===== config.mk =====
export PLATFORM = sky130hd
export DESIGN_NAME = modbus_tcp_register_responder_top
export DESIGN_NICKNAME = d
export VERILOG_FILES = /design/src/hw/rtl/mbtcp_rr_pkg.sv /design/src/hw/rtl/mbtcp_rr_ucode_rom.sv /design/src/hw/rtl/mbtcp_rr_frame.sv /design/src/hw/rtl/modbus_tcp_register_responder_top.sv
export SDC_FILE = /design/constraint.sdc
export NUM_CORES = 1
export LEC_CHECK = 0
export BUFFER_PORTS_ARGS = -buffer_cell sky130_fd_sc_hd__buf_2
export CAP_MARGIN = 40
export CORE_UTILIZATION = 45
export DETAILED_ROUTE_END_ITERATION = 10
export SLEW_MARGIN = 20
export SYNTH_ARGS = -nofsm -noshare
export SYNTH_HDL_FRONTEND = slang
export SYNTH_SLANG_ARGS = --single-unit

===== constraint.sdc =====
create_clock -name i_clk -period 3.2 [get_ports i_clk]
set_input_delay 0.32 -clock i_clk [delete_from_list [all_inputs] [get_ports i_clk]]
set_output_delay 0.32 -clock i_clk [all_outputs]
set_load 0.1 [all_outputs]

===== src/hw/rtl/mbtcp_rr_pkg.sv =====
// ----------------------------------------------------------------------------
// Modbus TCP register responder package
// Shared types, protocol constants and microcode definitions.
// ----------------------------------------------------------------------------
`default_nettype none

package mbtcp_rr_pkg;

    // Frame store and telemetry bank geometry.
    localparam int KEPT_BYTES      = 12;
    localparam int KEPT_IDX_W      = 4;
    localparam int MIN_FRAME_BYTES = 8;
    localparam int TELE_WORDS      = 8;
    localparam int TELE_IDX_W      = 3;
    localparam int READ_ADDR_W     = 17;

    // Protocol constants.
    localparam logic [7:0]  FC_READ_HOLDING  = 8'h03;
    localparam logic [7:0]  FC_WRITE_SINGLE  = 8'h06;
    localparam logic [7:0]  FC_EXC_READ      = 8'h83;
    localparam logic [7:0]  FC_EXC_WRITE     = 8'h86;
    localparam logic [7:0]  FC_EXC_FLAG      = 8'h80;
    localparam logic [7:0]  EXC_ILLEGAL_FUNC = 8'h01;
    localparam logic [7:0]  EXC_ILLEGAL_ADDR = 8'h02;
    localparam logic [7:0]  EXC_ILLEGAL_DATA = 8'h03;
    localparam logic [15:0] READ_COUNT_LIMIT = 16'd20;
    localparam logic [15:0] MIN_DATA_LEN     = 16'd4;
    localparam logic [7:0]  LEN_EXCEPTION    = 8'd3;
    localparam logic [7:0]  LEN_WRITE        = 8'd6;
    localparam logic [7:0]  LEN_READ_BASE    = 8'd3;

    // Configuration register indexes and reset values.
    localparam logic [0:0]  CFG_UNIT_ADDRESS     = 1'b0;
    localparam logic [0:0]  CFG_SETPOINT_ADDRESS = 1'b1;
    localparam logic [7:0]  UNIT_ADDRESS_RESET   = 8'd1;
    localparam logic [15:0] SETPOINT_RESET       = 16'h0010;

    // Microcode step addresses.
    localparam int STEP_W = 5;
    typedef logic [STEP_W-1:0] t_step;

    localparam t_step UC_TID_HI      = 5'd0;
    localparam t_step UC_TID_LO      = 5'd1;
    localparam t_step UC_PID_HI      = 5'd2;
    localparam t_step UC_PID_LO      = 5'd3;
    localparam t_step UC_LEN_HI      = 5'd4;
    localparam t_step UC_LEN_LO      = 5'd5;
    localparam t_step UC_UNIT        = 5'd6;
    localparam t_step UC_EXC_FC      = 5'd7;
    localparam t_step UC_EXC_CODE    = 5'd8;
    localparam t_step UC_RD_FC       = 5'd9;
    localparam t_step UC_RD_BCNT     = 5'd10;
    localparam t_step UC_RD_HI       = 5'd11;
    localparam t_step UC_RD_LO       = 5'd12;
    localparam t_step UC_WR_FC       = 5'd13;
    localparam t_step UC_WR_REG_HI   = 5'd14;
    localparam t_step UC_WR_REG_LO   = 5'd15;
    localparam t_step UC_WR_VAL_HI   = 5'd16;
    localparam t_step UC_WR_VAL_LO   = 5'd17;

    // Frame byte positions.
    localparam t_step FB_TID_HI = 5'd0;
    localparam t_step FB_TID_LO = 5'd1;
    localparam t_step FB_UNIT   = 5'd6;
    localparam t_step FB_REG_HI = 5'd8;
    localparam t_step FB_REG_LO = 5'd9;
    localparam t_step FB_VAL_HI = 5'd10;
    localparam t_step FB_VAL_LO = 5'd11;

    // Byte source selected by a control word.
    typedef enum logic [3:0] {
        SRC_ZERO,
        SRC_FRAME,
        SRC_LEN,
        SRC_EXC_FC,
        SRC_EXC_CODE,
        SRC_READ_FC,
        SRC_WRITE_FC,
        SRC_BCNT,
        SRC_WORD_HI,
        SRC_WORD_LO
    } t_src;

    // Sequencing action of a control word.
    typedef enum logic [2:0] {
        COND_NEXT,
        COND_END,
        COND_DISPATCH,
        COND_END_IF_EMPTY,
        COND_LOOP
    } t_cond;

    typedef struct packed {
        t_src  src;
        t_cond cond;
        t_step arg;     // frame byte index or jump target
    } t_ucode;

    typedef enum logic [1:0] {
        KIND_EXC,
        KIND_READ,
        KIND_WRITE
    } t_kind;

    typedef enum logic [1:0] {
        S_IDLE,
        S_CHECK,
        S_RUN
    } t_state;

    typedef struct packed {
        logic [KEPT_BYTES-1:0][7:0] bytes;
        logic                       long_enough;
    } t_frame_info;

endpackage

`default_nettype wire


===== src/hw/rtl/mbtcp_rr_ucode_rom.sv =====
// ----------------------------------------------------------------------------
// Modbus TCP responder microcode ROM
// One control word per response step: byte source, sequencing action, argument.
// ----------------------------------------------------------------------------
`default_nettype none

module mbtcp_rr_ucode_rom
    import mbtcp_rr_pkg::*;
(
    input  wire t_step  i_step,
    output t_ucode      o_word
);

    always_comb begin
        case (i_step)
            UC_TID_HI:    o_word = '{src: SRC_FRAME,    cond: COND_NEXT,     arg: FB_TID_HI};
            UC_TID_LO:    o_word = '{src: SRC_FRAME,    cond: COND_NEXT,     arg: FB_TID_LO};
            UC_PID_HI:    o_word = '{src: SRC_ZERO,     cond: COND_NEXT,     arg: '0};
            UC_PID_LO:    o_word = '{src: SRC_ZERO,     cond: COND_NEXT,     arg: '0};
            UC_LEN_HI:    o_word = '{src: SRC_ZERO,     cond: COND_NEXT,     arg: '0};
            UC_LEN_LO:    o_word = '{src: SRC_LEN,      cond: COND_NEXT,     arg: '0};
            UC_UNIT:      o_word = '{src: SRC_FRAME,    cond: COND_DISPATCH, arg: FB_UNIT};
            UC_EXC_FC:    o_word = '{src: SRC_EXC_FC,   cond: COND_NEXT,     arg: '0};
            UC_EXC_CODE:  o_word = '{src: SRC_EXC_CODE, cond: COND_END,      arg: '0};
            UC_RD_FC:     o_word = '{src: SRC_READ_FC,  cond: COND_NEXT,     arg: '0};
            UC_RD_BCNT:   o_word = '{src: SRC_BCNT,     cond: COND_END_IF_EMPTY, arg: '0};
            UC_RD_HI:     o_word = '{src: SRC_WORD_HI,  cond: COND_NEXT,     arg: '0};
            UC_RD_LO:     o_word = '{src: SRC_WORD_LO,  cond: COND_LOOP,     arg: UC_RD_HI};
            UC_WR_FC:     o_word = '{src: SRC_WRITE_FC, cond: COND_NEXT,     arg: '0};
            UC_WR_REG_HI: o_word = '{src: SRC_FRAME,    cond: COND_NEXT,     arg: FB_REG_HI};
            UC_WR_REG_LO: o_word = '{src: SRC_FRAME,    cond: COND_NEXT,     arg: FB_REG_LO};
            UC_WR_VAL_HI: o_word = '{src: SRC_FRAME,    cond: COND_NEXT,     arg: FB_VAL_HI};
            UC_WR_VAL_LO: o_word = '{src: SRC_FRAME,    cond: COND_END,      arg: FB_VAL_LO};
            default:      o_word = '{src: SRC_ZERO,     cond: COND_END,      arg: '0};
        endcase
    end

endmodule

`default_nettype wire


===== src/hw/rtl/mbtcp_rr_frame.sv =====
// ----------------------------------------------------------------------------
// Modbus TCP responder frame store
// Holds the first request bytes, the byte count and the telemetry bank.
// ----------------------------------------------------------------------------
`default_nettype none

module mbtcp_rr_frame
    import mbtcp_rr_pkg::*;
#(
    parameter int MAX_FRAME_BYTES = 260
) (
    input  wire                     i_clk,
    input  wire                     i_rst_n,
    input  wire                     i_byte_we,
    input  wire [7:0]               i_byte,
    input  wire                     i_clear,
    input  wire                     i_tele_we,
    input  wire [TELE_IDX_W-1:0]    i_tele_index,
    input  wire [15:0]              i_tele_word,
    input  wire [READ_ADDR_W-1:0]   i_rd_addr,
    output logic [15:0]             o_rd_word,
    output t_frame_info             o_info
);

    localparam int POS_W = $clog2(MAX_FRAME_BYTES + 1);
    localparam logic [POS_W-1:0] POS_MAX  = POS_W'(MAX_FRAME_BYTES);
    localparam logic [POS_W-1:0] POS_KEPT = POS_W'(KEPT_BYTES);
    localparam logic [POS_W-1:0] POS_MIN  = POS_W'(MIN_FRAME_BYTES);

    logic [KEPT_BYTES-1:0][7:0] r_bytes;
    logic [POS_W-1:0]           r_pos;
    logic [TELE_WORDS-1:0][15:0] r_bank;

    // Bytes past the kept window are only counted; the count saturates.
    always_ff @(posedge i_clk) begin
        if (!i_rst_n || i_clear) begin
            r_bytes <= '0;
            r_pos   <= '0;
        end else if (i_byte_we) begin
            if (r_pos < POS_KEPT) begin
                r_bytes[r_pos[KEPT_IDX_W-1:0]] <= i_byte;
            end
            if (r_pos < POS_MAX) begin
                r_pos <= r_pos + 1'b1;
            end
        end
    end

    always_ff @(posedge i_clk) begin
        if (!i_rst_n) begin
            r_bank <= '0;
        end else if (i_tele_we &&
                     ({1'b0, i_tele_index} < (TELE_IDX_W + 1)'(TELE_WORDS))) begin
            r_bank[i_tele_index] <= i_tele_word;
        end
    end

    // Addresses outside the bank read as zero; the address never wraps.
    assign o_rd_word = (i_rd_addr < READ_ADDR_W'(TELE_WORDS))
                       ? r_bank[i_rd_addr[TELE_IDX_W-1:0]] : 16'd0;

    assign o_info.bytes       = r_bytes;
    assign o_info.long_enough = (r_pos >= POS_MIN);

endmodule

`default_nettype wire


===== src/hw/rtl/modbus_tcp_register_responder_top.sv =====
// ----------------------------------------------------------------------------
// Modbus TCP register responder
// Answers read holding registers and write single register requests from a
// byte stream, with a telemetry bank updated through the same input channel.
// ----------------------------------------------------------------------------
//
// Channel   Dir  Handshake               Contents
// s_axis    in   tvalid / tready         request byte or telemetry update
// m_axis    out  tvalid / tready         one response byte per transfer
// cfg       in   i_cfg_we (no wait)      unit address, setpoint address
//
// Request bytes and telemetry updates are taken one per cycle while the block
// is idle. The last byte of a frame leads to a check state, after which the
// microcode sequencer emits one response byte per cycle from its output
// register while m_axis_tready allows (9 to 9 + 2 * MAX_READ_WORDS bytes
// per response); the input stays stalled until the last response byte has
// been loaded into the output register. A stalled m_axis_tready holds the
// sequencer on its current step. Reset is synchronous and active low; it
// clears the frame store, the telemetry bank and the configuration registers
// to their defaults.
// ----------------------------------------------------------------------------
`default_nettype none

module modbus_tcp_register_responder_top
    import mbtcp_rr_pkg::*;
#(
    parameter int MAX_READ_WORDS  = 10,
    parameter int MAX_FRAME_BYTES = 260
) (
    input  wire         i_clk,
    input  wire         i_rst_n,

    input  wire         s_axis_tvalid,
    output logic        s_axis_tready,
    // [7:0] data_byte, [10:8] tele_index, [26:11] tele_word, [31:27] zero
    input  wire [31:0]  s_axis_tdata,
    // [0] func: 0 request byte, 1 telemetry update
    input  wire [0:0]   s_axis_tuser,
    input  wire         s_axis_tlast,

    output logic        m_axis_tvalid,
    input  wire         m_axis_tready,
    // [7:0] resp_byte, [23:8] power_value
    output logic [23:0] m_axis_tdata,
    // [0] power_update
    output logic [0:0]  m_axis_tuser,
    output logic        m_axis_tlast,

    input  wire         i_cfg_we,
    input  wire [0:0]   i_cfg_index,
    input  wire [15:0]  i_cfg_data
);

    localparam int WCNT_W = $clog2(MAX_READ_WORDS + 1);

    // Configuration registers.
    logic [7:0]  r_unit_address;
    logic [15:0] r_setpoint_address;

    // Sequencer state.
    t_state r_state, n_state;
    t_step  r_step,  n_step;

    // Per-response values latched during the check cycle.
    t_kind              r_kind,      n_kind;
    logic [7:0]         r_len,       n_len;
    logic [7:0]         r_exc_fc,    n_exc_fc;
    logic [7:0]         r_exc_code,  n_exc_code;
    logic [WCNT_W-1:0]  r_words,     n_words;
    logic [WCNT_W-1:0]  r_word_cnt,  n_word_cnt;
    logic [READ_ADDR_W-1:0] r_addr,  n_addr;
    logic               r_pflag,     n_pflag;

    // Output register.
    logic        r_out_valid, n_out_valid;
    logic [7:0]  r_resp_byte, n_resp_byte;
    logic        r_resp_last, n_resp_last;
    logic        r_power_update, n_power_update;
    logic [15:0] r_power_value,  n_power_value;

    logic        s_fire;
    logic        byte_we;
    logic        tele_we;
    logic        clear;
    t_frame_info info;
    logic [15:0] rd_word;
    t_ucode      uc;

    // Request fields decoded from the frame store.
    logic [7:0]  fc;
    logic [7:0]  unit;
    logic [15:0] dlen;
    logic [15:0] word_a;
    logic [15:0] word_b;
    logic        frame_ok;
    logic [7:0]  sel_byte;
    logic        step_last;
    logic        out_free;

    assign s_axis_tready = (r_state == S_IDLE);
    assign s_fire        = s_axis_tvalid && s_axis_tready;
    assign byte_we       = s_fire && !s_axis_tuser[0];
    assign tele_we       = s_fire &&  s_axis_tuser[0];

    mbtcp_rr_frame #(
        .MAX_FRAME_BYTES (MAX_FRAME_BYTES)
    ) u_frame (
        .i_clk        (i_clk),
        .i_rst_n      (i_rst_n),
        .i_byte_we    (byte_we),
        .i_byte       (s_axis_tdata[7:0]),
        .i_clear      (clear),
        .i_tele_we    (tele_we),
        .i_tele_index (s_axis_tdata[10:8]),
        .i_tele_word  (s_axis_tdata[26:11]),
        .i_rd_addr    (r_addr),
        .o_rd_word    (rd_word),
        .o_info       (info)
    );

    mbtcp_rr_ucode_rom u_rom (
        .i_step (r_step),
        .o_word (uc)
    );

    always_ff @(posedge i_clk) begin
        if (!i_rst_n) begin
            r_unit_address     <= UNIT_ADDRESS_RESET;
            r_setpoint_address <= SETPOINT_RESET;
        end else if (i_cfg_we) begin
            case (i_cfg_index)
                CFG_UNIT_ADDRESS:     r_unit_address     <= i_cfg_data[7:0];
                CFG_SETPOINT_ADDRESS: r_setpoint_address <= i_cfg_data;
                default: ;
            endcase
        end
    end

    // MBAP header and PDU fields; bytes never received read as zero.
    assign unit   = info.bytes[6];
    assign fc     = info.bytes[7];
    assign dlen   = {info.bytes[4], info.bytes[5]};
    assign word_a = {info.bytes[8], info.bytes[9]};
    assign word_b = {info.bytes[10], info.bytes[11]};
    assign frame_ok = info.long_enough &&
                      (info.bytes[2] == 8'd0) && (info.bytes[3] == 8'd0) &&
                      ((unit == r_unit_address) || (unit == 8'd0));

    // Byte selected by the current control word.
    always_comb begin
        case (uc.src)
            SRC_ZERO:     sel_byte = 8'd0;
            SRC_FRAME:    sel_byte = info.bytes[uc.arg[KEPT_IDX_W-1:0]];
            SRC_LEN:      sel_byte = r_len;
            SRC_EXC_FC:   sel_byte = r_exc_fc;
            SRC_EXC_CODE: sel_byte = r_exc_code;
            SRC_READ_FC:  sel_byte = FC_READ_HOLDING;
            SRC_WRITE_FC: sel_byte = FC_WRITE_SINGLE;
            SRC_BCNT:     sel_byte = 8'({r_words, 1'b0});
            SRC_WORD_HI:  sel_byte = rd_word[15:8];
            SRC_WORD_LO:  sel_byte = rd_word[7:0];
            default:      sel_byte = 8'd0;
        endcase
    end

    always_comb begin
        case (uc.cond)
            COND_END:          step_last = 1'b1;
            COND_END_IF_EMPTY: step_last = (r_words == '0);
            COND_LOOP:         step_last = (WCNT_W'(r_word_cnt + 1'b1) == r_words);
            default:           step_last = 1'b0;
        endcase
    end

    assign out_free = !r_out_valid || m_axis_tready;

    always_comb begin
        n_state        = r_state;
        n_step         = r_step;
        n_kind         = r_kind;
        n_len          = r_len;
        n_exc_fc       = r_exc_fc;
        n_exc_code     = r_exc_code;
        n_words        = r_words;
        n_word_cnt     = r_word_cnt;
        n_addr         = r_addr;
        n_pflag        = r_pflag;
        n_out_valid    = r_out_valid && !m_axis_tready;
        n_resp_byte    = r_resp_byte;
        n_resp_last    = r_resp_last;
        n_power_update = r_power_update;
        n_power_value  = r_power_value;
        clear          = 1'b0;

        case (r_state)
            S_IDLE: begin
                if (byte_we && s_axis_tlast) begin
                    n_state = S_CHECK;
                end
            end

            S_CHECK: begin
                n_step     = UC_TID_HI;
                n_word_cnt = '0;
                n_addr     = {1'b0, word_a};
                n_pflag    = 1'b0;
                n_words    = '0;
                n_kind     = KIND_EXC;
                n_len      = LEN_EXCEPTION;
                n_exc_fc   = fc | FC_EXC_FLAG;
                n_exc_code = EXC_ILLEGAL_FUNC;
                if (fc == FC_READ_HOLDING) begin
                    n_exc_fc = FC_EXC_READ;
                    if (dlen < MIN_DATA_LEN) begin
                        n_exc_code = EXC_ILLEGAL_ADDR;
                    end else if (word_b > READ_COUNT_LIMIT) begin
                        n_exc_code = EXC_ILLEGAL_DATA;
                    end else begin
                        n_kind = KIND_READ;
                        // Reads are truncated to MAX_READ_WORDS words.
                        if (word_b < 16'(MAX_READ_WORDS)) begin
                            n_words = WCNT_W'(word_b);
                        end else begin
                            n_words = WCNT_W'(MAX_READ_WORDS);
                        end
                        n_len = LEN_READ_BASE + 8'({n_words, 1'b0});
                    end
                end else if (fc == FC_WRITE_SINGLE) begin
                    n_exc_fc = FC_EXC_WRITE;
                    if (dlen < MIN_DATA_LEN) begin
                        n_exc_code = EXC_ILLEGAL_ADDR;
                    end else begin
                        n_kind  = KIND_WRITE;
                        n_len   = LEN_WRITE;
                        n_pflag = (word_a == r_setpoint_address);
                    end
                end
                if (frame_ok) begin
                    n_state = S_RUN;
                end else begin
                    // Rejected frames are dropped silently.
                    clear   = 1'b1;
                    n_state = S_IDLE;
                end
            end

            S_RUN: begin
                if (out_free) begin
                    n_out_valid    = 1'b1;
                    n_resp_byte    = sel_byte;
                    n_resp_last    = step_last;
                    n_power_update = step_last && r_pflag;
                    n_power_value  = (step_last && r_pflag) ? word_b : 16'd0;
                    if (step_last) begin
                        clear   = 1'b1;
                        n_state = S_IDLE;
                    end else begin
                        case (uc.cond)
                            COND_DISPATCH: begin
                                case (r_kind)
                                    KIND_READ:  n_step = UC_RD_FC;
                                    KIND_WRITE: n_step = UC_WR_FC;
                                    default:    n_step = UC_EXC_FC;
                                endcase
                            end
                            COND_LOOP: begin
                                n_step     = uc.arg;
                                n_word_cnt = r_word_cnt + 1'b1;
                                n_addr     = r_addr + 1'b1;
                            end
                            default: n_step = r_step + 1'b1;
                        endcase
                    end
                end
            end

            default: n_state = S_IDLE;
        endcase
    end

    always_ff @(posedge i_clk) begin
        if (!i_rst_n) begin
            r_state     <= S_IDLE;
            r_step      <= UC_TID_HI;
            r_out_valid <= 1'b0;
        end else begin
            r_state     <= n_state;
            r_step      <= n_step;
            r_out_valid <= n_out_valid;
        end
    end

    always_ff @(posedge i_clk) begin
        r_kind         <= n_kind;
        r_len          <= n_len;
        r_exc_fc       <= n_exc_fc;
        r_exc_code     <= n_exc_code;
        r_words        <= n_words;
        r_word_cnt     <= n_word_cnt;
        r_addr         <= n_addr;
        r_pflag        <= n_pflag;
        r_resp_byte    <= n_resp_byte;
        r_resp_last    <= n_resp_last;
        r_power_update <= n_power_update;
        r_power_value  <= n_power_value;
    end

    assign m_axis_tvalid = r_out_valid;
    assign m_axis_tdata  = {r_power_value, r_resp_byte};
    assign m_axis_tuser  = r_power_update;
    assign m_axis_tlast  = r_resp_last;

endmodule

`default_nettype wire


==> results of run 1 <==
-- routing by layer --
| metal | GRT usage [%] | part of all wire (%) | wire length [um] |
|---|---|---|---|
| met5 | 0 | 0.038 | 17 |
| met4 | 6.90 | 2.0 | 904 |
| met3 | 4.24 | 6.5 | 2930 |
| met2 | 38.7 | 45 | 20500 |
| met1 | 35.1 | 46 | 20800 |
-- how the worst min path moves through the flow --
stage                             start               endpoint  slack (ns)
floorplan           u_frame.r_bank[100]    u_frame.r_bank[100]        0.43
global placement    u_frame.r_bank[121]    u_frame.r_bank[121]        0.44
detailed placement  u_frame.r_bank[125]    u_frame.r_bank[125]        0.44
CTS                       i_cfg_data[8]  r_setpoint_address[8]       0.004
global route              i_cfg_data[2]  r_setpoint_address[2]        0.03
finish                    i_cfg_data[8]  r_setpoint_address[8]        0.02
-- what timing repair did --
item | 4_1_cts | 5_1_grt
resized for setup | 0 | 6
setup buffers | 0 | 3
endpoints found under the setup margin | 0 | 2
endpoints found under the hold margin | 0 | 0
-- metrics by stage --
step                      util, %  hold slack (ns)  worst slack, ns  cells
after floorplan                 -            0.433            0.117   1703
after CTS                    51.7          0.00428            0.162   2217
after detailed placement     48.0            0.444            0.206   2147
after global placement       48.0            0.438            0.246   2147
after global routing         51.9           0.0331          0.00588   2221
final                        51.9           0.0228            0.248   2221
-- layout by cell type, fill, tap and decap left out, types with 6 or more instances in the layout --
| cell | synthesis | layout |
|---|---|---|
| clkbuf_16 | 0 | 41 |
| edfxtp_1 | 69 | 69 |
| nand3b_1 | 6 | 6 |
| nand2b_1 | 11 | 11 |
| buf_4 | 0 | 45 |
| ha_1 | 18 | 18 |
| nor2_1 | 50 | 49 |
| or3_1 | 7 | 7 |
| and2_1 | 26 | 26 |
| nor4_1 | 22 | 22 |
| a22oi_1 | 8 | 8 |
| and3_1 | 7 | 7 |
| xor2_1 | 33 | 32 |
| nor3_1 | 114 | 112 |
| clkbuf_8 | 0 | 7 |
| nor2b_1 | 11 | 11 |
| mux4_2 | 56 | 56 |
| a21oi_1 | 179 | 179 |
| o21ai_0 | 21 | 20 |
| xnor2_1 | 23 | 23 |
| mux2i_1 | 129 | 128 |
| o22ai_1 | 10 | 10 |
| o2bb2ai_1 | 8 | 8 |
| nand2_1 | 358 | 358 |
| nand4_1 | 11 | 11 |
| inv_1 | 18 | 17 |
| buf_2 | 14 | 78 |
| dfxtp_1 | 276 | 276 |
| nand3_1 | 18 | 18 |
| clkinv_2 | 0 | 6 |
-- cell type report --
| class | instances | area [sq um] | area share (%) |
|---|---|---|---|
| Sequential cell | 345 | 7600 | 41.3 |
| Timing Repair Buffer | 129 | 847 | 4.60 |
| Inverter | 20 | 80.1 | 0.435 |
| Multi-Input combinational cell | 1196 | 8010 | 43.5 |
| Clock inverter | 18 | 158 | 0.857 |
| Clock buffer | 52 | 1140 | 6.18 |
| Tap cell | 461 | 577 | 3.13 |
-- worst max-delay path, delay by kind of cell, from the launching register on --
| family | cells | cell delay [ns] |
|---|---|---|
| and+or+nand+nor | 3 | 0.49 |
| buffers and inverters | 1 | 0.07 |
| DFF | 1 | 0.39 |
| adders and majority gates | 2 | 0.69 |
| AOI/OAI and AO/OA | 5 | 0.64 |
| muxes | 1 | 0.34 |
| xor gates and xnor gates | 1 | 0.20 |
-- cells in the mapped netlist (all sizes together) (2+ instances only) --
cell / number
nand2: 358
dfxtp: 276
a21oi: 179
mux2i: 130
clkbuf: 119
nor3: 114
edfxtp: 69
mux4: 56
nor2: 50
xor2: 33
and2: 28
buf: 23
nor4: 23
xnor2: 23
o21ai: 21
inv: 19
ha: 18
nand3: 18
nand2b: 11
nand4: 11
nor2b: 11
o22ai: 10
a22oi: 8
o2bb2ai: 8
and3: 7
or3: 7
mux2: 6
nand3b: 6
o31ai: 6
o21a: 5
or2: 5
a211oi: 4
a31oi: 3
nand4bb: 3
nor3b: 3
or4: 3
a21boi: 2
a221o: 2
a22o: 2
o211ai: 2
o41ai: 2
or3b: 2
-- power by group through the flow --
stage               sequential, mW  clock, mW  combinational, mW
finish                        4.53       4.48              0.427
global placement              4.62          0              0.413
global route                  4.53       4.75              0.460
CTS                           4.53       4.56              0.418
detailed placement            4.62          0              0.417
floorplan                     4.61          0              0.276
-- sequential cells by signal (all words and copies together), names as in the netlist --
signal	flops
m_axis_tlast	1
u_frame.r_bank	128
r_resp_byte	8
r_addr	17
r_words	4
u_rom.o_word	11
r_kind	2
m_axis_tuser	1
r_step	5
m_axis_tvalid	1
r_exc_fc	7
u_frame.r_pos	9
r_power_value	16
r_len	6
r_setpoint_address	16
r_word_cnt	4
r_pflag	1
r_exc_code	2
r_unit_address	8
u_frame.o_info	96
r_state	2
-- cells by family (layout without fill, tap and decap cells) --
logic type      after synthesis  after routing  synth area share [%]
xor+xnor                     58             58                  3.31
buf+inv                     162            219                  4.09
simple gates                662            662                  18.7
other cells                   1              1                0.0231
fa+ha+maj                    18             18                  1.39
mux                         192            192                  16.3
compound gates              265            265                  9.37
flops                       345            345                  46.8
==> results.sh, run 1 <==
export IMPL_chipWidth_um=192
export IMPL_dp_final_hpwl_mm=29.9
export IMPL_reg2reg_slack_ns=0.25
export IMPL_critPathMaxStageDelay_ns=0.39
export IMPL_start_util_pct=45.7
export IMPL_nets=1805
export IMPL_wl_per_cell_um=20.3
export IMPL_max_freq_ghz=0.339
export IMPL_cts_tree="done"
export IMPL_detail_route_antenna_nets=0
export IMPL_cp_arrival_ns=3.36
export IMPL_cts_sinks=345
export IMPL_cp_startpoint="r_word_cnt[0]"
export IMPL_critPathKind="flop to flop"
export IMPL_drt_initial_drc_count=1067
export IMPL_syn_cell_area_sq_um=16200
export IMPL_worstPathRequired_ns=3.60
export IMPL_grt_pass1_wl_mm=69.9
export IMPL_holdPathStages=3
export IMPL_clk_path_buf_depth=3
export IMPL_clk_pin_slew_ns=0.06
export IMPL_yosys_area_top_type="dfxtp_1"
export IMPL_boundaryPins=84
export IMPL_grt_pass1_vias=12100
export IMPL_clockPowerShare_pct=47.5
export IMPL_synthArstFlopShare_pct=0
export IMPL_endpoint="u_rom.o_word[8]"
export IMPL_fin_worst_skew_ns=0.0142
export IMPL_overflow=0
export IMPL_synth_seq_cells=345
export IMPL_maxSlewHeadroom_pct=42.8
export IMPL_vias=12600
export IMPL_dieArea_sq_um=36800
export IMPL_nFillCells=3296
export IMPL_syn_nets=1777
export IMPL_power_frac_comb_pct=4.5
export IMPL_swShare_pct=22.7
export IMPL_rsz0062_at_grt="false"
export IMPL_regToRegEndpoint="u_rom.o_word[8]"
export IMPL_yosysWarningCount=0
export IMPL_drv_slew=0
export IMPL_finalSetupViolCount=0
export IMPL_synth_edff_count=69
export IMPL_synth_cells=1703
export IMPL_layout_drive_gt1_share_pct=15.9
export IMPL_cts_buffers=39
export IMPL_die_y_um=192
export IMPL_sequentialPowerShare_pct=48.0
export IMPL_layout_min_cycle_time_ns=2.95
export IMPL_worstSetupEndpointType="flop"
export IMPL_synth_area_per_cell_sq_um=9.53
export IMPL_hold_buffers=0
export IMPL_antenna_found_initial=1
export IMPL_fp_row_count=69
export IMPL_r2r_start="r_word_cnt[0]"
export IMPL_ir_drop_mv=0.309
export IMPL_grt_max_degree=182
export IMPL_yosysSeqAreaShare_pct=46.8
export IMPL_clk_latency_ns=0.53
export IMPL_stdcell_area_sq_um=18400
export IMPL_io_buffers=78
export IMPL_core_area_sq_um=35500
export IMPL_htreeDepth=2
export IMPL_place_congestion=0.861
export IMPL_status="finished, final reports clean"
export IMPL_area_growth_pct=13.4
export IMPL_synth_ff_type="dfxtp_1"
export IMPL_r2r_cells=13
export IMPL_root_buffer="clkbuf_16"
export IMPL_setup_tns_ns=0
export IMPL_grtUsageTotal_pct=24.8
export IMPL_synth_top_area_share_pct=34.1
export IMPL_critPathMaxFanout=4
export IMPL_intPower_mw=7.29
export IMPL_via_per_inst=5.69
export IMPL_antennaDiodeCount=0
export IMPL_detail_route_first_pass_iterations=5
export IMPL_power_mw=9.43
export IMPL_worst_setup_path_start_kind="flop"
export IMPL_synthTopCellsByArea="dfxtp_1 34%, edfxtp_1 13%, nand2_1 8.3%"
export IMPL_power_density_nw_per_um2=512
export IMPL_p_leak_nw=7.15
export IMPL_wl_mm=45.1
export IMPL_slowest_stage="edfxtp_1"
export IMPL_period_share_pct=92.3
export IMPL_hold_viol=0
export IMPL_drc_errors=0
export IMPL_cap_violations=0
export IMPL_hold_class="primary input to flop"
export IMPL_crit_chain="ha_1, xor2_2, nor4_4, a211oi_2, mux2_4, nor2_2, inv_2, ha_1, nor2_1, a31oi_1, o22ai_1, o22ai_1, o21ai_0"
export IMPL_yosys_cell_types_count=70
export IMPL_worst_pin_slew_ns=0.857
export IMPL_place_area_sq_um=17000
export IMPL_p_sw_mw=2.14
(Power assumes the default switching activity.)
==> inputs of run 2 (changes only) <==
Settings changed: SYNTH_HIERARCHICAL set to 1.
==> run 2 against run 1 <==
  * Sequential share of layout area shrank 0.55 points
  * Register-to-register slack worse by 0.06 ns
  * Clock power down 5.8%
  * Sequential power grew 3%
  * Critical path type unchanged
  * Largest power group unchanged
==> results.sh, run 2 <==
export IMPL_root_buffer="clkbuf_16"
export IMPL_stdcell_area_sq_um=18100
export IMPL_antenna_found_initial=0
export IMPL_hold_buffers=0
export IMPL_vias=12600
export IMPL_cts_buffers=38
export IMPL_regToRegEndpoint="r_resp_byte[4]"
export IMPL_finalSetupViolCount=0
export IMPL_synthArstFlopShare_pct=0
export IMPL_io_buffers=78
export IMPL_post_route_util_pct=52.3
export IMPL_synth_top_area_share_pct=33.4
export IMPL_synth_ff_type="dfxtp_1"
export IMPL_yosys_top_cells_count="357 x nand2_1, 265 x dfxtp_1, 156 x a21boi_0, 115 x nand3_1, 108 x o21ai_0"
export IMPL_layout_min_cycle_time_ns=3.01
export IMPL_status="finished, final reports clean"
export IMPL_final_common_cell="nand2_1"
export IMPL_cts_tree="done"
export IMPL_core_area_sq_um=34600
export IMPL_max_freq_ghz=0.332
export IMPL_critPathMaxFanout=25
export IMPL_power_frac_comb_pct=10.9
export IMPL_yosysWarningCount=6
export IMPL_ir_drop_mv=0.335
export IMPL_dp_final_hpwl_mm=29.0
export IMPL_p_sw_mw=2.54
export IMPL_hold_viol=0
export IMPL_fp_row_count=68
export IMPL_syn_cell_area_sq_um=15900
export IMPL_endpoint="r_resp_byte[4]"
export IMPL_antennaDiodeCount=0
export IMPL_nFillCells=3176
export IMPL_grt_pass1_vias=11800
export IMPL_syn_nets=1766
export IMPL_worstSetupEndpointType="flop"
export IMPL_nets=1814
export IMPL_worst_setup_path_start_kind="flop"
export IMPL_drt_initial_drc_count=1087
export IMPL_boundaryPins=84
export IMPL_synth_cells=1693
export IMPL_power_density_nw_per_um2=550
export IMPL_drv_slew=0
export IMPL_clk_path_buf_depth=3
export IMPL_cts_sinks=334
export IMPL_regMostFlops="u_frame/r_bank"
export IMPL_most_common_layout_cells="357 x nand2_1, 263 x dfxtp_1, 156 x a21boi_0, 115 x nand3_1, 108 x o21ai_0"
export IMPL_synth_area_per_cell_sq_um=9.39
export IMPL_via_per_inst=5.64
export IMPL_fin_worst_skew_ns=0.0163
export IMPL_wl_met3_mm=2.26
export IMPL_cap_violations=0
export IMPL_routed_top_layer="met4"
export IMPL_met1_length_mm=20.9
export IMPL_cp_startpoint="r_step[1]"
export IMPL_yosysSeqAreaShare_pct=46.4
export IMPL_intPower_mw=7.42
export IMPL_wl_mm=43.2
export IMPL_worstPathRequired_ns=3.41
export IMPL_maxSlewHeadroom_pct=45.5
export IMPL_p_leak_nw=6.39
export IMPL_detail_route_antenna_nets=0
export IMPL_htreeDepth=2
export IMPL_rsz0062_at_grt="false"
export IMPL_grtUsageTotal_pct=23.9
export IMPL_hold_class="primary input to flop"
export IMPL_wl_met2_mm=19.1
export IMPL_r2r_start="r_step[1]"
export IMPL_wl_per_cell_um=19.4
export IMPL_place_area_sq_um=16900
export IMPL_ff_latch_area_sq_um=7380
export IMPL_sequentialPowerShare_pct=46.7
export IMPL_synth_edff_count=69
export IMPL_layout_drive_gt1_share_pct=16.8
export IMPL_r2r_cells=9
export IMPL_period_share_pct=94.2
export IMPL_synth_seq_cells=334
export IMPL_worst_pin_slew_ns=0.815
export IMPL_grt_pass1_wl_mm=67.3
export IMPL_reg2reg_slack_ns=0.19
export IMPL_clk_latency_ns=0.52
export IMPL_grt_max_degree=147
export IMPL_detail_route_first_pass_iterations=5
export IMPL_chipWidth_um=190
export IMPL_dieArea_sq_um=36100
export IMPL_overflow=0
export IMPL_yosys_cell_types_count=72
export IMPL_place_congestion=0.859
export IMPL_largest_reg_flops=128
export IMPL_swShare_pct=25.5
export IMPL_die_y_um=190
export IMPL_clockPowerShare_pct=42.4
export IMPL_multiInputGateArea_sq_um=7890
export IMPL_area_growth_pct=14.1
export IMPL_yosys_area_top_type="dfxtp_1"
export IMPL_synthTopCellsByArea="dfxtp_1 33%, edfxtp_1 13%, nand2_1 8.4%"
export IMPL_clk_pin_slew_ns=0.06
export IMPL_drc_errors=0
export IMPL_critPathKind="flop to flop"
export IMPL_synth_most_common_cell="nand2_1"
export IMPL_min_from="i_cfg_data[4]"
export IMPL_cp_arrival_ns=3.23
export IMPL_start_util_pct=45.9
export IMPL_setup_tns_ns=0
-- run 2: cell count changes after synthesis, sizes merged, moves of 87 or more --
cell / before / now
a21oi: 179 / 33
nand3: 18 / 115
nor3: 114 / 10
a21boi: 2 / 157
mux2i: 130 / 29
o21ai: 21 / 108
-- run 2: cell type report --
type	count	share of cell area (%)
clock buffers	53	5.89
multi-input cells	1201	43.5
flip-flops and latches	334	40.7
repair buffers	140	5.35
inverters	26	0.566
clock inverters	16	0.801
well taps	455	3.14
-- run 2: kinds of logic (layout without fill, tap and decap cells) --
logic type      after synthesis  count (layout)  share of synthesized area, %
xor+xnor                     53              53                          3.10
flops                       334             334                          46.4
fa+ha+maj                    17              17                          1.34
simple gates                687             687                          20.2
compound gates              351             351                          14.6
buf+inv                     158             235                          4.17
other cells                   2               2                        0.0473
mux                          91              91                          10.2
-- run 2: power by group through the flow --
stage,combinational (mW),clock [mW],sequential [mW]
after floorplan,0.755,0,4.69
after global placement,1.05,0,4.74
after detailed placement,1.07,0,4.74
after CTS,1.07,4.31,4.65
after global routing,1.18,4.46,4.67
final,1.09,4.22,4.66
-- run 2: how the worst min path moves through the flow --
stage / to / cells past startpoint
floorplan: u_frame/r_bank[7] / 2
global placement: u_frame/r_bank[7] / 2
detailed placement: u_frame/r_bank[7] / 2
CTS: r_setpoint_address[4] / 3
global route: r_setpoint_address[10] / 3
finish: r_setpoint_address[4] / 3
-- run 2: per-layer routing --
layer | global-route usage (%) | up-vias
li1 | - | 6044
met1 | 35.1 | 6142
met2 | 36.2 | 312
met3 | 3.50 | 61
met4 | 7.20 | 0
met5 | 0 | -
-- run 2: timing repair --
item,in CTS,in global routing
pin swaps,0,1
setup endpoints to repair,1,97
gates cloned,0,1
buffers inserted,0,1
resized for setup,1,3
-- run 2: stage by stage --
| stage | setup slack, ns | instances | total power [mW] | hold WS (ns) |
|---|---|---|---|---|
| finish | 0.186 | 2225 | 9.96 | 0.0407 |
| global route | 0.0113 | 2225 | 10.3 | 0.0490 |
| CTS | 0.106 | 2223 | 10.0 | 0.0304 |
| detailed placement | 0.0149 | 2154 | 5.81 | 0.450 |
| global placement | 0.0771 | 2152 | 5.79 | 0.442 |
| floorplan | 0.0843 | 1693 | 5.44 | 0.432 |
-- run 2: worst max-delay path, cell delays in order (launching register included) --
cell,delay (ns)
dfxtp_1,0.42
inv_1,0.11
ha_1,0.33
o31ai_4,0.28
buf_12,0.27
mux4_2,0.55
mux2i_1,0.30
o22ai_1,0.17
nand2_1,0.10
nand4_1,0.15
